===== config.mk =====
export PLATFORM = sky130hd
export DESIGN_NAME = undocumented_opcode_execute
export DESIGN_NICKNAME = d
export VERILOG_FILES = /design/src/design/uoe_pkg.sv /design/src/design/undocumented_opcode_execute.sv /design/src/design/uoe_addsub.sv /design/src/design/uoe_alu.sv
export SDC_FILE = /design/constraint.sdc
export NUM_CORES = 1
export LEC_CHECK = 0
export ABC_AREA = 1
export BUFFER_PORTS_ARGS = -buffer_cell sky130_fd_sc_hd__buf_2
export CAP_MARGIN = 40
export CORE_MARGIN = 4
export CORE_UTILIZATION = 45
export DETAILED_ROUTE_END_ITERATION = 6
export PLACE_DENSITY = 0.66
export SYNTH_ARGS = -nofsm -noshare
export SYNTH_HDL_FRONTEND = slang
export SYNTH_SLANG_ARGS = --single-unit

===== constraint.sdc =====
create_clock -name clock -period 7.6 [get_ports clock]
set_clock_uncertainty 0.2 [all_clocks]
set_input_delay 0.76 -clock clock [delete_from_list [all_inputs] [get_ports clock]]
set_output_delay 0.76 -clock clock [all_outputs]
set_load 0.01 [all_outputs]

===== src/design/uoe_pkg.sv =====
// shared types and constants for the undocumented opcode execute unit
`timescale 1ns / 1ps

package uoe_pkg;

   typedef enum logic [4:0] {
      OP_SLO = 5'd0,
      OP_RLA = 5'd1,
      OP_SRE = 5'd2,
      OP_RRA = 5'd3,
      OP_SAX = 5'd4,
      OP_LAX = 5'd5,
      OP_DCP = 5'd6,
      OP_ISC = 5'd7,
      OP_ANC = 5'd8,
      OP_ALR = 5'd9,
      OP_ARR = 5'd10,
      OP_XAA = 5'd11,
      OP_AXS = 5'd12,
      OP_AHX = 5'd13,
      OP_SHY = 5'd14,
      OP_SHX = 5'd15,
      OP_TAS = 5'd16,
      OP_LAS = 5'd17
   } op_type;

   // status bit positions
   localparam int FLAG_N = 7;
   localparam int FLAG_V = 6;
   localparam int FLAG_D = 3;
   localparam int FLAG_Z = 1;
   localparam int FLAG_C = 0;

   // low bit of the address high byte
   localparam int ADDR_HI_LSB = 8;

   typedef struct packed {
      logic [4:0]  operation;
      logic [15:0] operand_addr;
      logic [7:0]  mem_data;
      logic [7:0]  reg_a;
      logic [7:0]  reg_x;
      logic [7:0]  reg_y;
      logic [7:0]  reg_s;
      logic [7:0]  status_in;
   } req_type;

   typedef struct packed {
      logic [7:0] new_a;
      logic [7:0] new_x;
      logic [7:0] new_s;
      logic [7:0] status_out;
      logic       store_enable;
      logic [7:0] store_data;
      logic       rmw_dummy;
   } rsp_type;

   typedef struct packed {
      logic n;
      logic v;
      logic z;
      logic c;
   } nvzc_type;

endpackage


===== src/design/undocumented_opcode_execute.sv =====
// top level: request register, opcode datapath and result register
// a request is held in the request register, then its result in the result register, before its strobe rises
// throughput: one request per cycle; busy never rises, since the datapath is combinational
// results are strobed for one cycle and the receiver cannot stall them
// reset (synchronous, active high) clears the request and result valid flags
`timescale 1ns / 1ps

module undocumented_opcode_execute
   import uoe_pkg::*;
(
   input  logic        clock,
   input  logic        reset,
   input  logic        start,
   output logic        busy,
   input  logic [4:0]  req_operation,
   input  logic [15:0] req_operand_addr,
   input  logic [7:0]  req_mem_data,
   input  logic [7:0]  req_reg_a,
   input  logic [7:0]  req_reg_x,
   input  logic [7:0]  req_reg_y,
   input  logic [7:0]  req_reg_s,
   input  logic [7:0]  req_status_in,
   output logic        rsp_strobe,
   output logic [7:0]  rsp_new_a,
   output logic [7:0]  rsp_new_x,
   output logic [7:0]  rsp_new_s,
   output logic [7:0]  rsp_status_out,
   output logic        rsp_store_enable,
   output logic [7:0]  rsp_store_data,
   output logic        rsp_rmw_dummy
);

   logic    req_valid_ff;
   logic    req_valid_in;
   req_type req_ff;
   req_type req_in;
   logic    rsp_valid_ff;
   rsp_type rsp_ff;
   rsp_type rsp_in;

   assign busy         = 1'b0;
   assign req_valid_in = start & ~busy;

   assign req_in.operation    = req_operation;
   assign req_in.operand_addr = req_operand_addr;
   assign req_in.mem_data     = req_mem_data;
   assign req_in.reg_a        = req_reg_a;
   assign req_in.reg_x        = req_reg_x;
   assign req_in.reg_y        = req_reg_y;
   assign req_in.reg_s        = req_reg_s;
   assign req_in.status_in    = req_status_in;

   always_ff @(posedge clock) begin
      if (reset) begin
         req_valid_ff <= 1'b0;
         rsp_valid_ff <= 1'b0;
      end else begin
         req_valid_ff <= req_valid_in;
         rsp_valid_ff <= req_valid_ff;
      end
   end

   always_ff @(posedge clock) begin
      if (req_valid_in) begin
         req_ff <= req_in;
      end
      if (req_valid_ff) begin
         rsp_ff <= rsp_in;
      end
   end

   uoe_alu u_alu (
      .req (req_ff),
      .rsp (rsp_in)
   );

   assign rsp_strobe       = rsp_valid_ff;
   assign rsp_new_a        = rsp_ff.new_a;
   assign rsp_new_x        = rsp_ff.new_x;
   assign rsp_new_s        = rsp_ff.new_s;
   assign rsp_status_out   = rsp_ff.status_out;
   assign rsp_store_enable = rsp_ff.store_enable;
   assign rsp_store_data   = rsp_ff.store_data;
   assign rsp_rmw_dummy    = rsp_ff.rmw_dummy;

endmodule


===== src/design/uoe_addsub.sv =====
// adc / sbc adder with nmos decimal mode
`timescale 1ns / 1ps

module uoe_addsub
   import uoe_pkg::*;
(
   input  logic [7:0] a,
   input  logic [7:0] b,
   input  logic       carry_in,
   input  logic       decimal,
   input  logic       subtract,
   output logic [7:0] sum,
   output nvzc_type   flags
);

   logic [7:0] b_eff;
   logic [8:0] bin;
   logic [5:0] adc_lo;
   logic [4:0] adc_hi;
   logic [5:0] adc_hi_adj;
   logic [4:0] sbc_lo;
   logic [4:0] sbc_hi;
   logic [3:0] sbc_lo_adj;
   logic [3:0] sbc_hi_adj;

   assign b_eff = subtract ? ~b : b;
   assign bin   = {1'b0, a} + {1'b0, b_eff} + {8'd0, carry_in};

   // decimal add: digit carry from the adjusted low digit
   always_comb begin
      adc_lo = {2'b00, a[3:0]} + {2'b00, b[3:0]} + {5'd0, carry_in};
      if (adc_lo > 6'd9) begin
         adc_lo = adc_lo + 6'd6;
      end
      adc_hi = {1'b0, a[7:4]} + {1'b0, b[7:4]} + {4'd0, (adc_lo > 6'd15)};
      // high digit can reach 31 on non-decimal digits, so keep room for the adjust
      adc_hi_adj = (adc_hi > 5'd9) ? {1'b0, adc_hi} + 6'd6 : {1'b0, adc_hi};
   end

   // decimal subtract: digit borrows taken from bit 4
   always_comb begin
      sbc_lo = {1'b0, a[3:0]} - {1'b0, b[3:0]} - {4'd0, ~carry_in};
      sbc_lo_adj = sbc_lo[4] ? sbc_lo[3:0] - 4'd6 : sbc_lo[3:0];
      sbc_hi = {1'b0, a[7:4]} - {1'b0, b[7:4]} - {4'd0, sbc_lo[4]};
      sbc_hi_adj = sbc_hi[4] ? sbc_hi[3:0] - 4'd6 : sbc_hi[3:0];
   end

   always_comb begin
      flags.z = (bin[7:0] == 8'd0);
      if (decimal && !subtract) begin
         sum     = {adc_hi_adj[3:0], adc_lo[3:0]};
         flags.n = adc_hi[3];
         flags.v = ~(a[7] ^ b[7]) & (a[7] ^ adc_hi[3]);
         flags.c = (adc_hi_adj > 6'd15);
      end else begin
         sum     = (decimal && subtract) ? {sbc_hi_adj, sbc_lo_adj} : bin[7:0];
         flags.n = bin[7];
         flags.v = ~(a[7] ^ b_eff[7]) & (a[7] ^ bin[7]);
         flags.c = bin[8];
      end
   end

endmodule


===== src/design/uoe_alu.sv =====
// combinational datapath for one undocumented opcode
`timescale 1ns / 1ps

module uoe_alu
   import uoe_pkg::*;
(
   input  req_type req,
   output rsp_type rsp
);

   op_type     op;
   logic [7:0] m;
   logic [7:0] a;
   logic [7:0] x;
   logic [7:0] p;
   logic [7:0] hi;
   logic [7:0] asl_m;
   logic [7:0] rol_m;
   logic [7:0] lsr_m;
   logic [7:0] ror_m;
   logic [7:0] dec_m;
   logic [7:0] inc_m;
   logic [7:0] and_am;
   logic [7:0] and_ax;
   logic [7:0] las_v;
   logic [7:0] res;
   logic [8:0] cmp_diff;
   logic [7:0] cmp_r;
   logic [7:0] cmp_v;
   logic [7:0] as_b;
   logic       as_cin;
   logic [7:0] as_sum;
   nvzc_type   as_flags;

   assign op     = op_type'(req.operation);
   assign m      = req.mem_data;
   assign a      = req.reg_a;
   assign x      = req.reg_x;
   assign p      = req.status_in;
   assign hi     = req.operand_addr[ADDR_HI_LSB +: 8];
   assign asl_m  = {m[6:0], 1'b0};
   assign rol_m  = {m[6:0], p[FLAG_C]};
   assign lsr_m  = {1'b0, m[7:1]};
   assign ror_m  = {p[FLAG_C], m[7:1]};
   assign dec_m  = m - 8'd1;
   assign inc_m  = m + 8'd1;
   assign and_am = a & m;
   assign and_ax = a & x;
   assign las_v  = req.reg_s & m;

   // shared compare for dcp and axs
   assign cmp_r    = (op == OP_AXS) ? and_ax : a;
   assign cmp_v    = (op == OP_AXS) ? m : dec_m;
   assign cmp_diff = {1'b0, cmp_r} - {1'b0, cmp_v};

   // rra adds with the carry out of its ror, isc subtracts with the old carry
   assign as_b   = (op == OP_RRA) ? ror_m : inc_m;
   assign as_cin = (op == OP_RRA) ? m[0] : p[FLAG_C];

   uoe_addsub u_addsub (
      .a        (a),
      .b        (as_b),
      .carry_in (as_cin),
      .decimal  (p[FLAG_D]),
      .subtract (op == OP_ISC),
      .sum      (as_sum),
      .flags    (as_flags)
   );

   always_comb begin
      rsp.new_a        = a;
      rsp.new_x        = x;
      rsp.new_s        = req.reg_s;
      rsp.status_out   = p;
      rsp.store_enable = 1'b0;
      rsp.store_data   = 8'd0;
      rsp.rmw_dummy    = 1'b0;
      res              = 8'd0;
      case (op)
         OP_SLO: begin
            res                     = a | asl_m;
            rsp.new_a               = res;
            rsp.status_out[FLAG_C]  = m[7];
            rsp.store_enable        = 1'b1;
            rsp.store_data          = asl_m;
            rsp.rmw_dummy           = 1'b1;
         end
         OP_RLA: begin
            res                     = a & rol_m;
            rsp.new_a               = res;
            rsp.status_out[FLAG_C]  = m[7];
            rsp.store_enable        = 1'b1;
            rsp.store_data          = rol_m;
            rsp.rmw_dummy           = 1'b1;
         end
         OP_SRE: begin
            res                     = a ^ lsr_m;
            rsp.new_a               = res;
            rsp.status_out[FLAG_C]  = m[0];
            rsp.store_enable        = 1'b1;
            rsp.store_data          = lsr_m;
            rsp.rmw_dummy           = 1'b1;
         end
         OP_RRA, OP_ISC: begin
            rsp.new_a               = as_sum;
            rsp.status_out[FLAG_N]  = as_flags.n;
            rsp.status_out[FLAG_V]  = as_flags.v;
            rsp.status_out[FLAG_Z]  = as_flags.z;
            rsp.status_out[FLAG_C]  = as_flags.c;
            rsp.store_enable        = 1'b1;
            rsp.store_data          = (op == OP_RRA) ? ror_m : inc_m;
            rsp.rmw_dummy           = 1'b1;
         end
         OP_SAX: begin
            rsp.store_enable        = 1'b1;
            rsp.store_data          = and_ax;
         end
         OP_LAX: begin
            res                     = m;
            rsp.new_a               = m;
            rsp.new_x               = m;
         end
         OP_DCP, OP_AXS: begin
            rsp.status_out[FLAG_N]  = cmp_diff[7];
            rsp.status_out[FLAG_Z]  = (cmp_diff[7:0] == 8'd0);
            rsp.status_out[FLAG_C]  = ~cmp_diff[8];
            if (op == OP_DCP) begin
               rsp.store_enable     = 1'b1;
               rsp.store_data       = dec_m;
               rsp.rmw_dummy        = 1'b1;
            end else begin
               rsp.new_x            = cmp_diff[7:0];
            end
         end
         OP_ANC: begin
            res                     = and_am;
            rsp.new_a               = res;
            rsp.status_out[FLAG_C]  = and_am[7];
         end
         OP_ALR: begin
            res                     = {1'b0, and_am[7:1]};
            rsp.new_a               = res;
            rsp.status_out[FLAG_C]  = and_am[0];
         end
         OP_ARR: begin
            res                     = {p[FLAG_C], and_am[7:1]};
            rsp.new_a               = res;
            rsp.status_out[FLAG_C]  = and_am[0];
         end
         OP_XAA: begin
            res                     = x & m;
            rsp.new_a               = res;
         end
         OP_AHX: begin
            rsp.store_enable        = 1'b1;
            rsp.store_data          = and_ax & hi;
         end
         OP_SHY: begin
            rsp.store_enable        = 1'b1;
            rsp.store_data          = req.reg_y & hi;
         end
         OP_SHX: begin
            rsp.store_enable        = 1'b1;
            rsp.store_data          = x & hi;
         end
         OP_TAS: begin
            rsp.new_s               = and_ax;
            rsp.store_enable        = 1'b1;
            rsp.store_data          = and_ax & hi;
         end
         OP_LAS: begin
            res                     = las_v;
            rsp.new_a               = las_v;
            rsp.new_x               = las_v;
            rsp.new_s               = las_v;
         end
         default: begin
         end
      endcase
      // common nz update from the logic result
      if (op == OP_SLO || op == OP_RLA || op == OP_SRE || op == OP_LAX ||
          op == OP_ANC || op == OP_ALR || op == OP_ARR || op == OP_XAA ||
          op == OP_LAS) begin
         rsp.status_out[FLAG_N] = res[7];
         rsp.status_out[FLAG_Z] = (res == 8'd0);
      end
   end

endmodule

Word-level counts from Yosys, hierarchy flattened
Cells that the tools add are included.

Output and inout bits: 44. Register bits: 113. Input port bits: 72.

Muxes and demuxes: 27. Bitwise gates (word level): 21. Reductions and logical operators: 21. $add $sub $neg: 17. Equality and inequality tests: 17. $lt $le $gt $ge: 4.

Operator list (number): 9-bit case mux with 9 select lines (1); 8-bit case mux with 10 select lines (1); 8-bit case mux with 9 select lines (1); 8-bit bitwise AND (8); 8-bit 2-to-1 mux (7); 5-bit by 4-bit == test with 1-bit output, second input constant (8); 8-bit zero test (3); 8-bit case mux with 3 select lines (1); 5-bit by 3-bit == test with 1-bit output, second input constant (4); 6-bit by 4-bit > comparator with 1-bit output, second input constant (3); 8-bit case mux with 2 select lines (1); 6-bit 2-to-1 mux (2); 4-bit by 4-bit adder with 5-bit output (2); 5-bit by 2-bit == test with 1-bit output, second input constant (2); 5-bit == test, second input constant (2); 10-bit 2-to-1 mux (1); 2-bit OR reduction (5); 4-bit by 4-bit subtractor with 5-bit output (2); 5-bit by 1-bit subtractor with 5-bit output (2); 8-bit by 8-bit adder with 9-bit output (1); 9-bit by 1-bit adder with 9-bit output (1); 8-bit by 8-bit subtractor with 9-bit output (1); 8-bit by 1-bit adder with 8-bit output, second input constant (1); 1-bit logical OR (8); 23 further kinds (39).

Longest topological paths before layout
Gate-level depths: netlist (run 1).

Depth in word-level cells: 13. Depth in mapped cells: 33. Mapped depth without buffers: 31.

Modules after synthesis
From an unflattened synthesis (run 1), not the netlist that was laid out.

Cell total of the unflattened synthesis: 1002. Area total of the unflattened synthesis: 8112.8 sq um.

By module, submodules not included: undocumented_opcode_execute (cells each 119, times used 1, seq. area each 3373.2 sq um, area an instance 3399.5 sq um); uoe_alu (cells each 567, times used 1, seq. area each 0.0 sq um, area an instance 2842.7 sq um); uoe_addsub (cells each 316, times used 1, seq. area each 0.0 sq um, area an instance 1870.5 sq um).

Worst setup path after synthesis (run 1)
OpenSTA, ideal clock, no wires.

Kind: register to register. Start: reg req_ff[67] (netlist name). End: reg rsp_ff, in the netlist rsp_new_a[7] (data pin). Buffers on the path: 1. Stages on the path, launching flop included: 26. Slack: 2.477 ns. Arrival time: 4.667 ns. Cell sequence: edfxtp_1 nor2_4 nand3_2 buf_2 o21ai_0 fa_1 inv_1 fa_1 xnor2_1 ha_1 nand2_1 o21ai_0 inv_1 fa_1 inv_1 fa_1 ha_1 or2_2 nand2_1 nand2_1 nand2_1 nand2_1 nand2_1 nand2_1 nand3_1 a21oi_1.

RTL lines: start, declared (line undocumented_opcode_execute.sv:35) `req_type req_ff;`; start signal, assigned (line undocumented_opcode_execute.sv:65) `req_ff <= req_in;`; end signal, assigned (line undocumented_opcode_execute.sv:68) `rsp_ff <= rsp_in;`; end, declared (line undocumented_opcode_execute.sv:38) `rsp_type rsp_ff;`.

==> results.toml, run 1 <==
[timing]
fin_crit_ns = 6.120
rsz0062_at_grt = "false"
setup_viol = 0
tightestPinTransition_ns = 0.8627
post-route-period-util = 0.8053
slew_violations = 0
hold_viol_final = 0
fmax_ghz = 0.1634
setup_tns_ns = 0
max-slew-margin-rel = 0.4227

[routing]
wl_per_cell_um = 18.27
first_iter_violations = 701
routed_wl_mm = 22.75
vias = 6839
viasPerCell = 5.493
first_pass_iters = 5
drc = 0
route.antenna.remaining_nets = 0

[logic_synthesis]
synthCells = 926
synth_edf_count = 103
ys_seq_elements = 105
yosysWarnings = 0
syn_nets = 1049
yosys.area.top_type_share = 0.4064
ys_async_sr_fraction = 0
avgSynthCellArea_um2 = 8.219
ys_types = 46
yosys_most_used_dff = "edfxtp_1"
syn_area_um2 = 7611
synth.area.top_cells = "edfxtp_1 41%, nand2_1 11%, ha_1 6.6%"
ys_seq_area_frac = 0.4116
yosys.area.top_type = "edfxtp_1"

[global_routing]
overflow = 0
antenna_found_initial = 0
grt_first_pass_wirelength_mm = 35.25
grt_pass1_vias = 6404
grt_max_degree = 63
track_usage = 0.2352

[floorplanning]
rows = 47
start_util = 0.4590
ios = 116
die_h_um = 138.1
die_w_um = 138.1
die_area_um2 = 19060
core_area_um2 = 16580

[critical_path]
critPathLaunchType = "flip-flop"
cp.arrival_ns = 6.02
crit_fanout = 17
crit_type = "flip-flop to flip-flop"
cp.required_ns = 7.50
end_kind = "flip-flop"

[final_layout]
antennaDiodeCount = 0
final_cell_mix = "222 x nand2_1, 106 x buf_2, 103 x inv_1, 103 x edfxtp_1, 88 x nand3_1"
stdcell_area_um2 = 8637
syn2layout_area_growth_pct = 13.48
final_common_cell = "nand2_1"
nFillCells = 1607
fin_util = 0.5208
layout-drive-gt1-share = 0.1532
layout.nets = 1143

[cts]
clk-insertion-delay-late_ns = 0.36
clkTransAtPathRegs_ns = 0.08
tritoncts = "built"
numCtsBuffers = 9
cts-hold-fix-buffers = 0
htreeDepth = 3
post-cts-setup-buffers = 0
cts-root-buf = "clkbuf_16"
cts.sinks = 105
clockBufferDepth = 2
ctsResizeCount = 0

[hold_path]
hp-class = "flip-flop to flip-flop"

[place]
routabilityCongestion = 0.9548
placedInstanceArea_um2 = 8341
hpwl_mm = 17.58
port_buffers = 106

[pwr]
power_density_nw_per_um2 = 215.2
vdd_drop_max_mv = 0.1502
cellLeakagePower_nw = 3.863

[job]
maxCapViolCount = 0

[outcome]
outcome = "finished clean"
==> cell usage after synthesis (8+ instances only) <==
cell type,n
nand2_1,222
nand3_1,88
fa_1,11
nor3_1,12
nand3b_1,8
clkbuf_1,16
o21ai_0,46
o211ai_1,12
nand4_1,23
xnor2_1,11
nor2_1,79
o22ai_1,10
o2111ai_1,15
xor2_1,20
a21oi_1,34
inv_1,103
inv_2,9
edfxtp_1,103
ha_1,40
==> final cells by class <==
cell class,count,area (um^2),share of cell area
well taps,220,275.3,0.03187
multi-input cells,680,3924,0.4543
clock inverters,7,71.32,0.008257
flip-flops and latches,105,3134,0.3629
repair buffers,109,573.1,0.06635
clock buffers,9,225.2,0.02608
inverters,115,434.2,0.05027
==> worst max-delay path, stage by stage (launching register included) <==
cell and delay [ns]:
edfxtp_1 0.67, nand2_2 0.26, inv_1 0.15, nand3_2 0.29, o21ai_0 0.59, fa_1 0.30, inv_1 0.07, fa_1 0.39
xnor2_1 0.29, ha_1 0.25, nand2_1 0.06, o21ai_0 0.20, inv_1 0.10, fa_1 0.41, inv_1 0.09, fa_1 0.46
ha_1 0.22, or2_2 0.27, nand2_1 0.09, nand2_1 0.09, nand2_1 0.11, nand2_1 0.06, nand2_1 0.05, nand2_1 0.05
nand3_1 0.07, a21oi_1 0.06
==> registers in the layout (all words and copies together) (netlist names) <==
| register | cells |
|---|---|
| req_valid_ff | 1 |
| rsp_store_enable | 1 |
| rsp_status_out | 8 |
| rsp_new_s | 8 |
| req_ff | 61 |
| rsp_new_x | 8 |
| rsp_strobe | 1 |
| rsp_store_data | 8 |
| rsp_rmw_dummy | 1 |
| rsp_new_a | 8 |
==> cells by family (layout without fill, tap and decap cells) <==
kind of cell	after synthesis	after routing	share of synthesized area
other	1	1	0.0004927
DFF	105	105	0.4116
adders and majority gates	51	51	0.09469
buffers and inverters	141	240	0.07283
xor gates and xnor gates	31	31	0.03567
AOI/OAI and AO/OA	136	136	0.1070
and+or+nand+nor	461	461	0.2777
==> through the flow <==
stage | instances | setup slack, ns | total power [mW] | hold WS (ns)
6_report | 1245 | 1.480 | 1.859 | 0.2276
5_1_grt | 1245 | 1.061 | 1.995 | 0.2456
4_1_cts | 1245 | 1.564 | 1.863 | 0.2336
3_5_place_dp | 1229 | 1.577 | 1.392 | 0.2054
3_3_place_gp | 1228 | 1.765 | 1.382 | 0.2033
2_1_floorplan | 926 | 2.477 | 1.213 | 0.2003
==> report_power, final <==
group / switching, mW / internal, mW
clock: 0.235 / 0.233
sequential: 0.0525 / 0.695
combinational: 0.406 / 0.237
==> path summary, 6_finish.rpt <==
kind                                      startpoint                           to  slack (ns)  depth (start not counted)
worst min register to register   req_ff[2]$_DFFE_PP_  rsp_status_out[2]$_DFFE_PP_        0.23                          0
worst max-delay path            req_ff[64]$_DFFE_PP_       rsp_new_a[7]$_DFFE_PP_        1.48                         25
worst min-delay path             req_ff[2]$_DFFE_PP_  rsp_status_out[2]$_DFFE_PP_        0.23                          0
worst max register to register  req_ff[64]$_DFFE_PP_       rsp_new_a[7]$_DFFE_PP_        1.48                         25
==> routing by layer <==
metal | vias up | track usage | share of wire
met4 | 0 | 0.06292 | 0.023
met3 | 41 | 0.05939 | 0.095
met2 | 335 | 0.3631 | 0.45
li1 | 3369 | - | -
met5 | - | 0 | 0
met1 | 3094 | 0.3324 | 0.43
No activity file was read; power rests on OpenSTA's default activity.
==> run 2, diff against run 1 <==
--- a/config.mk
+++ b/config.mk
@@ -11,7 +11,7 @@
 export CORE_MARGIN = 4
 export CORE_UTILIZATION = 45
 export DETAILED_ROUTE_END_ITERATION = 6
-export PLACE_DENSITY = 0.66
+export PLACE_DENSITY = 0.68
 export SYNTH_ARGS = -nofsm -noshare
 export SYNTH_HDL_FRONTEND = slang
 export SYNTH_SLANG_ARGS = --single-unit
==> constraint.sdc (replaced) <==
create_clock -name clock -period 5.22 [get_ports clock]
set_clock_uncertainty 0.2 [all_clocks]
set_input_delay 0.522 -clock clock [delete_from_list [all_inputs] [get_ports clock]]
set_output_delay 0.522 -clock clock [all_outputs]
set_load 0.01 [all_outputs]
==> run 2 against run 1 <==
Sequential power up 43%. Critical endpoint is now rsp_new_a[5]$_DFFE_PP_. Final area grew 3.7%. Cell count up 2.5%. Non-clock buffer count rose by 31. Utilization rose by 1.9 points.
==> results.toml, run 2 (synthesized netlist as in run 1, its figures left out) <==
[global_routing]
antenna_found_initial = 0
grt_pass1_vias = 6636
grt_max_degree = 63
grt_first_pass_wirelength_mm = 36.01
overflow = 0
track_usage = 0.2403

[timing]
fmax_ghz = 0.2025
hold_viol_final = 0
max-slew-margin-rel = 0.3916
fin_crit_ns = 4.939
slew_violations = 0
post-route-period-util = 0.9461
worst_slack_ns = 0.2812
setup_viol = 0
tightestPinTransition_ns = 0.9092
whs_ns = 0.1240

[cts]
clk-insertion-delay-late_ns = 0.37
tritoncts = "built"
numCtsBuffers = 9
cts.sinks = 105
clkTransAtPathRegs_ns = 0.08
cts-root-buf = "clkbuf_16"
cts-hold-fix-buffers = 0
clockBufferDepth = 2
htreeDepth = 3

[pwr]
power.share.combinational = 0.359
pwr-share-seq = 0.377
power_frac_clock = 0.264
switchingPower_mw = 1.035
cellLeakagePower_nw = 4.034
fin_total_pwr_mw = 2.824
power_density_nw_per_um2 = 315.5
swShare = 0.3667
vdd_drop_max_mv = 0.2574
p_int_mw = 1.789

[floorplanning]
rows = 47
die_w_um = 138.1
die_h_um = 138.1
ios = 116
start_util = 0.4590
die_area_um2 = 19060
core_area_um2 = 16580

[hold_path]
worstHoldStart = "req_reg_x[2]"
hold_depth = 1
hp-class = "primary input to flip-flop"
hold_end = "req_ff[26]$_DFFE_PP_"

[place]
hpwl_mm = 18.16
placedInstanceArea_um2 = 8551
pre_cts_ws_ns = 0.1378
port_buffers = 106
routabilityCongestion = 1.018

[final_layout]
layout.nets = 1174
regMostFlops = "req_ff"
syn2layout_area_growth_pct = 17.62
final_common_cell = "nand2_1"
stdcell_area_um2 = 8952
nFillCells = 1599
largest_reg_flops = 61
fin_util = 0.5398
layout-drive-gt1-share = 0.1866
regArea_um2 = 3134
antennaDiodeCount = 0
final_cell_mix = "221 x nand2_1, 106 x buf_2, 103 x edfxtp_1"
multiInputGateArea_um2 = 3965

[routing]
wl_per_cell_um = 18.25
drc = 0
vias = 7074
route.antenna.remaining_nets = 0
first_pass_iters = 6
first_iter_violations = 819
viasPerCell = 5.544
routed_wl_mm = 23.28

[critical_path]
reg2regPathDepth = 23
end_kind = "flip-flop"
cp.required_ns = 5.12
r2r_start = "req_ff[67]$_DFFE_PP_"
critPathLaunchType = "flip-flop"
r2r_end = "rsp_new_a[5]$_DFFE_PP_"
r2r_slack_ns = 0.28
cp.arrival_ns = 4.84
crit_fanout = 8
crit_type = "flip-flop to flip-flop"

[job]
maxCapViolCount = 0

[outcome]
outcome = "finished clean"
run 2: cell types whose count changed in the layout (fill, tap and decap cells not counted), sizes merged:
cell	previous run	this run
clkinv	5	4
bufinv	0	1
buf	109	140
run 2: final cells by class:
cell class,instances,area share
Multi-Input combinational cell,680,0.4429
Sequential cell,105,0.3501
Timing Repair Buffer,140,0.09001
Inverter,115,0.04850
Tap cell,220,0.03075
Clock buffer,9,0.02516
Clock inverter,7,0.01258
run 2: what timing repair did:
| action | CTS | global route |
|---|---|---|
| gates resized for setup | 0 | 13 |
| setup buffers | 0 | 3 |
| endpoints found under the hold margin | 0 | 0 |
| setup endpoints to repair | 0 | 4 |
run 2: stage by stage:
stage,std cells,TNS (ns)
after floorplan,926,0
after global placement,1256,0
after detailed placement,1257,0
after CTS,1273,0
after global routing,1276,-0.009012
final,1276,0
run 2: power groups by stage:
stage               Sequential, mW  Combinational (mW)  Clock, mW
floorplan                     1.08               0.686          0
global placement              1.09               0.956          0
detailed placement            1.08               0.984          0
CTS                           1.06               0.989      0.765
global route                  1.07                1.15      0.800
finish                        1.07                1.01      0.745
run 2: worst max path at each step:
stage          cells past startpoint  slack, ns                     end                  from
2_1_floorplan                     25        0.1  rsp_new_a[7]$_DFFE_PP_  req_ff[67]$_DFFE_PP_
3_3_place_gp                      24       0.25  rsp_new_a[7]$_DFFE_PP_  req_ff[67]$_DFFE_PP_
3_5_place_dp                      25       0.14  rsp_new_a[7]$_DFFE_PP_  req_ff[65]$_DFFE_PP_
4_1_cts                           23       0.10  rsp_new_a[5]$_DFFE_PP_  req_ff[65]$_DFFE_PP_
5_1_grt                           25     -0.006  rsp_new_a[7]$_DFFE_PP_  req_ff[67]$_DFFE_PP_
6_report                          23       0.28  rsp_new_a[5]$_DFFE_PP_  req_ff[67]$_DFFE_PP_
run 2: metal layers:
| metal | global-route usage | up-vias | part of all wire |
|---|---|---|---|
| met4 | 0.07956 | 0 | 0.023 |
| met1 | 0.3297 | 3262 | 0.42 |
| met3 | 0.05525 | 40 | 0.10 |
| met5 | 0 | - | 0 |
| met2 | 0.3785 | 348 | 0.45 |
| li1 | - | 3424 | - |
run 2: critical path, cell delays in order, from the launching register on:
cell and delay [ns]:
edfxtp_1 0.44, nor2_4 0.16, nand3_4 0.16, nand2_1 0.11, o21ai_2 0.07, fa_1 0.38, inv_1 0.10, fa_1 0.43
inv_1 0.11, ha_1 0.19, nand2_1 0.07, o21ai_1 0.13, inv_1 0.08, fa_1 0.41, inv_1 0.09, fa_1 0.45
ha_1 0.22, or2_2 0.27, nand2_1 0.09, nand2_1 0.10, nand3b_1 0.11, nand3_1 0.08, nand2_1 0.14, a22oi_2 0.06
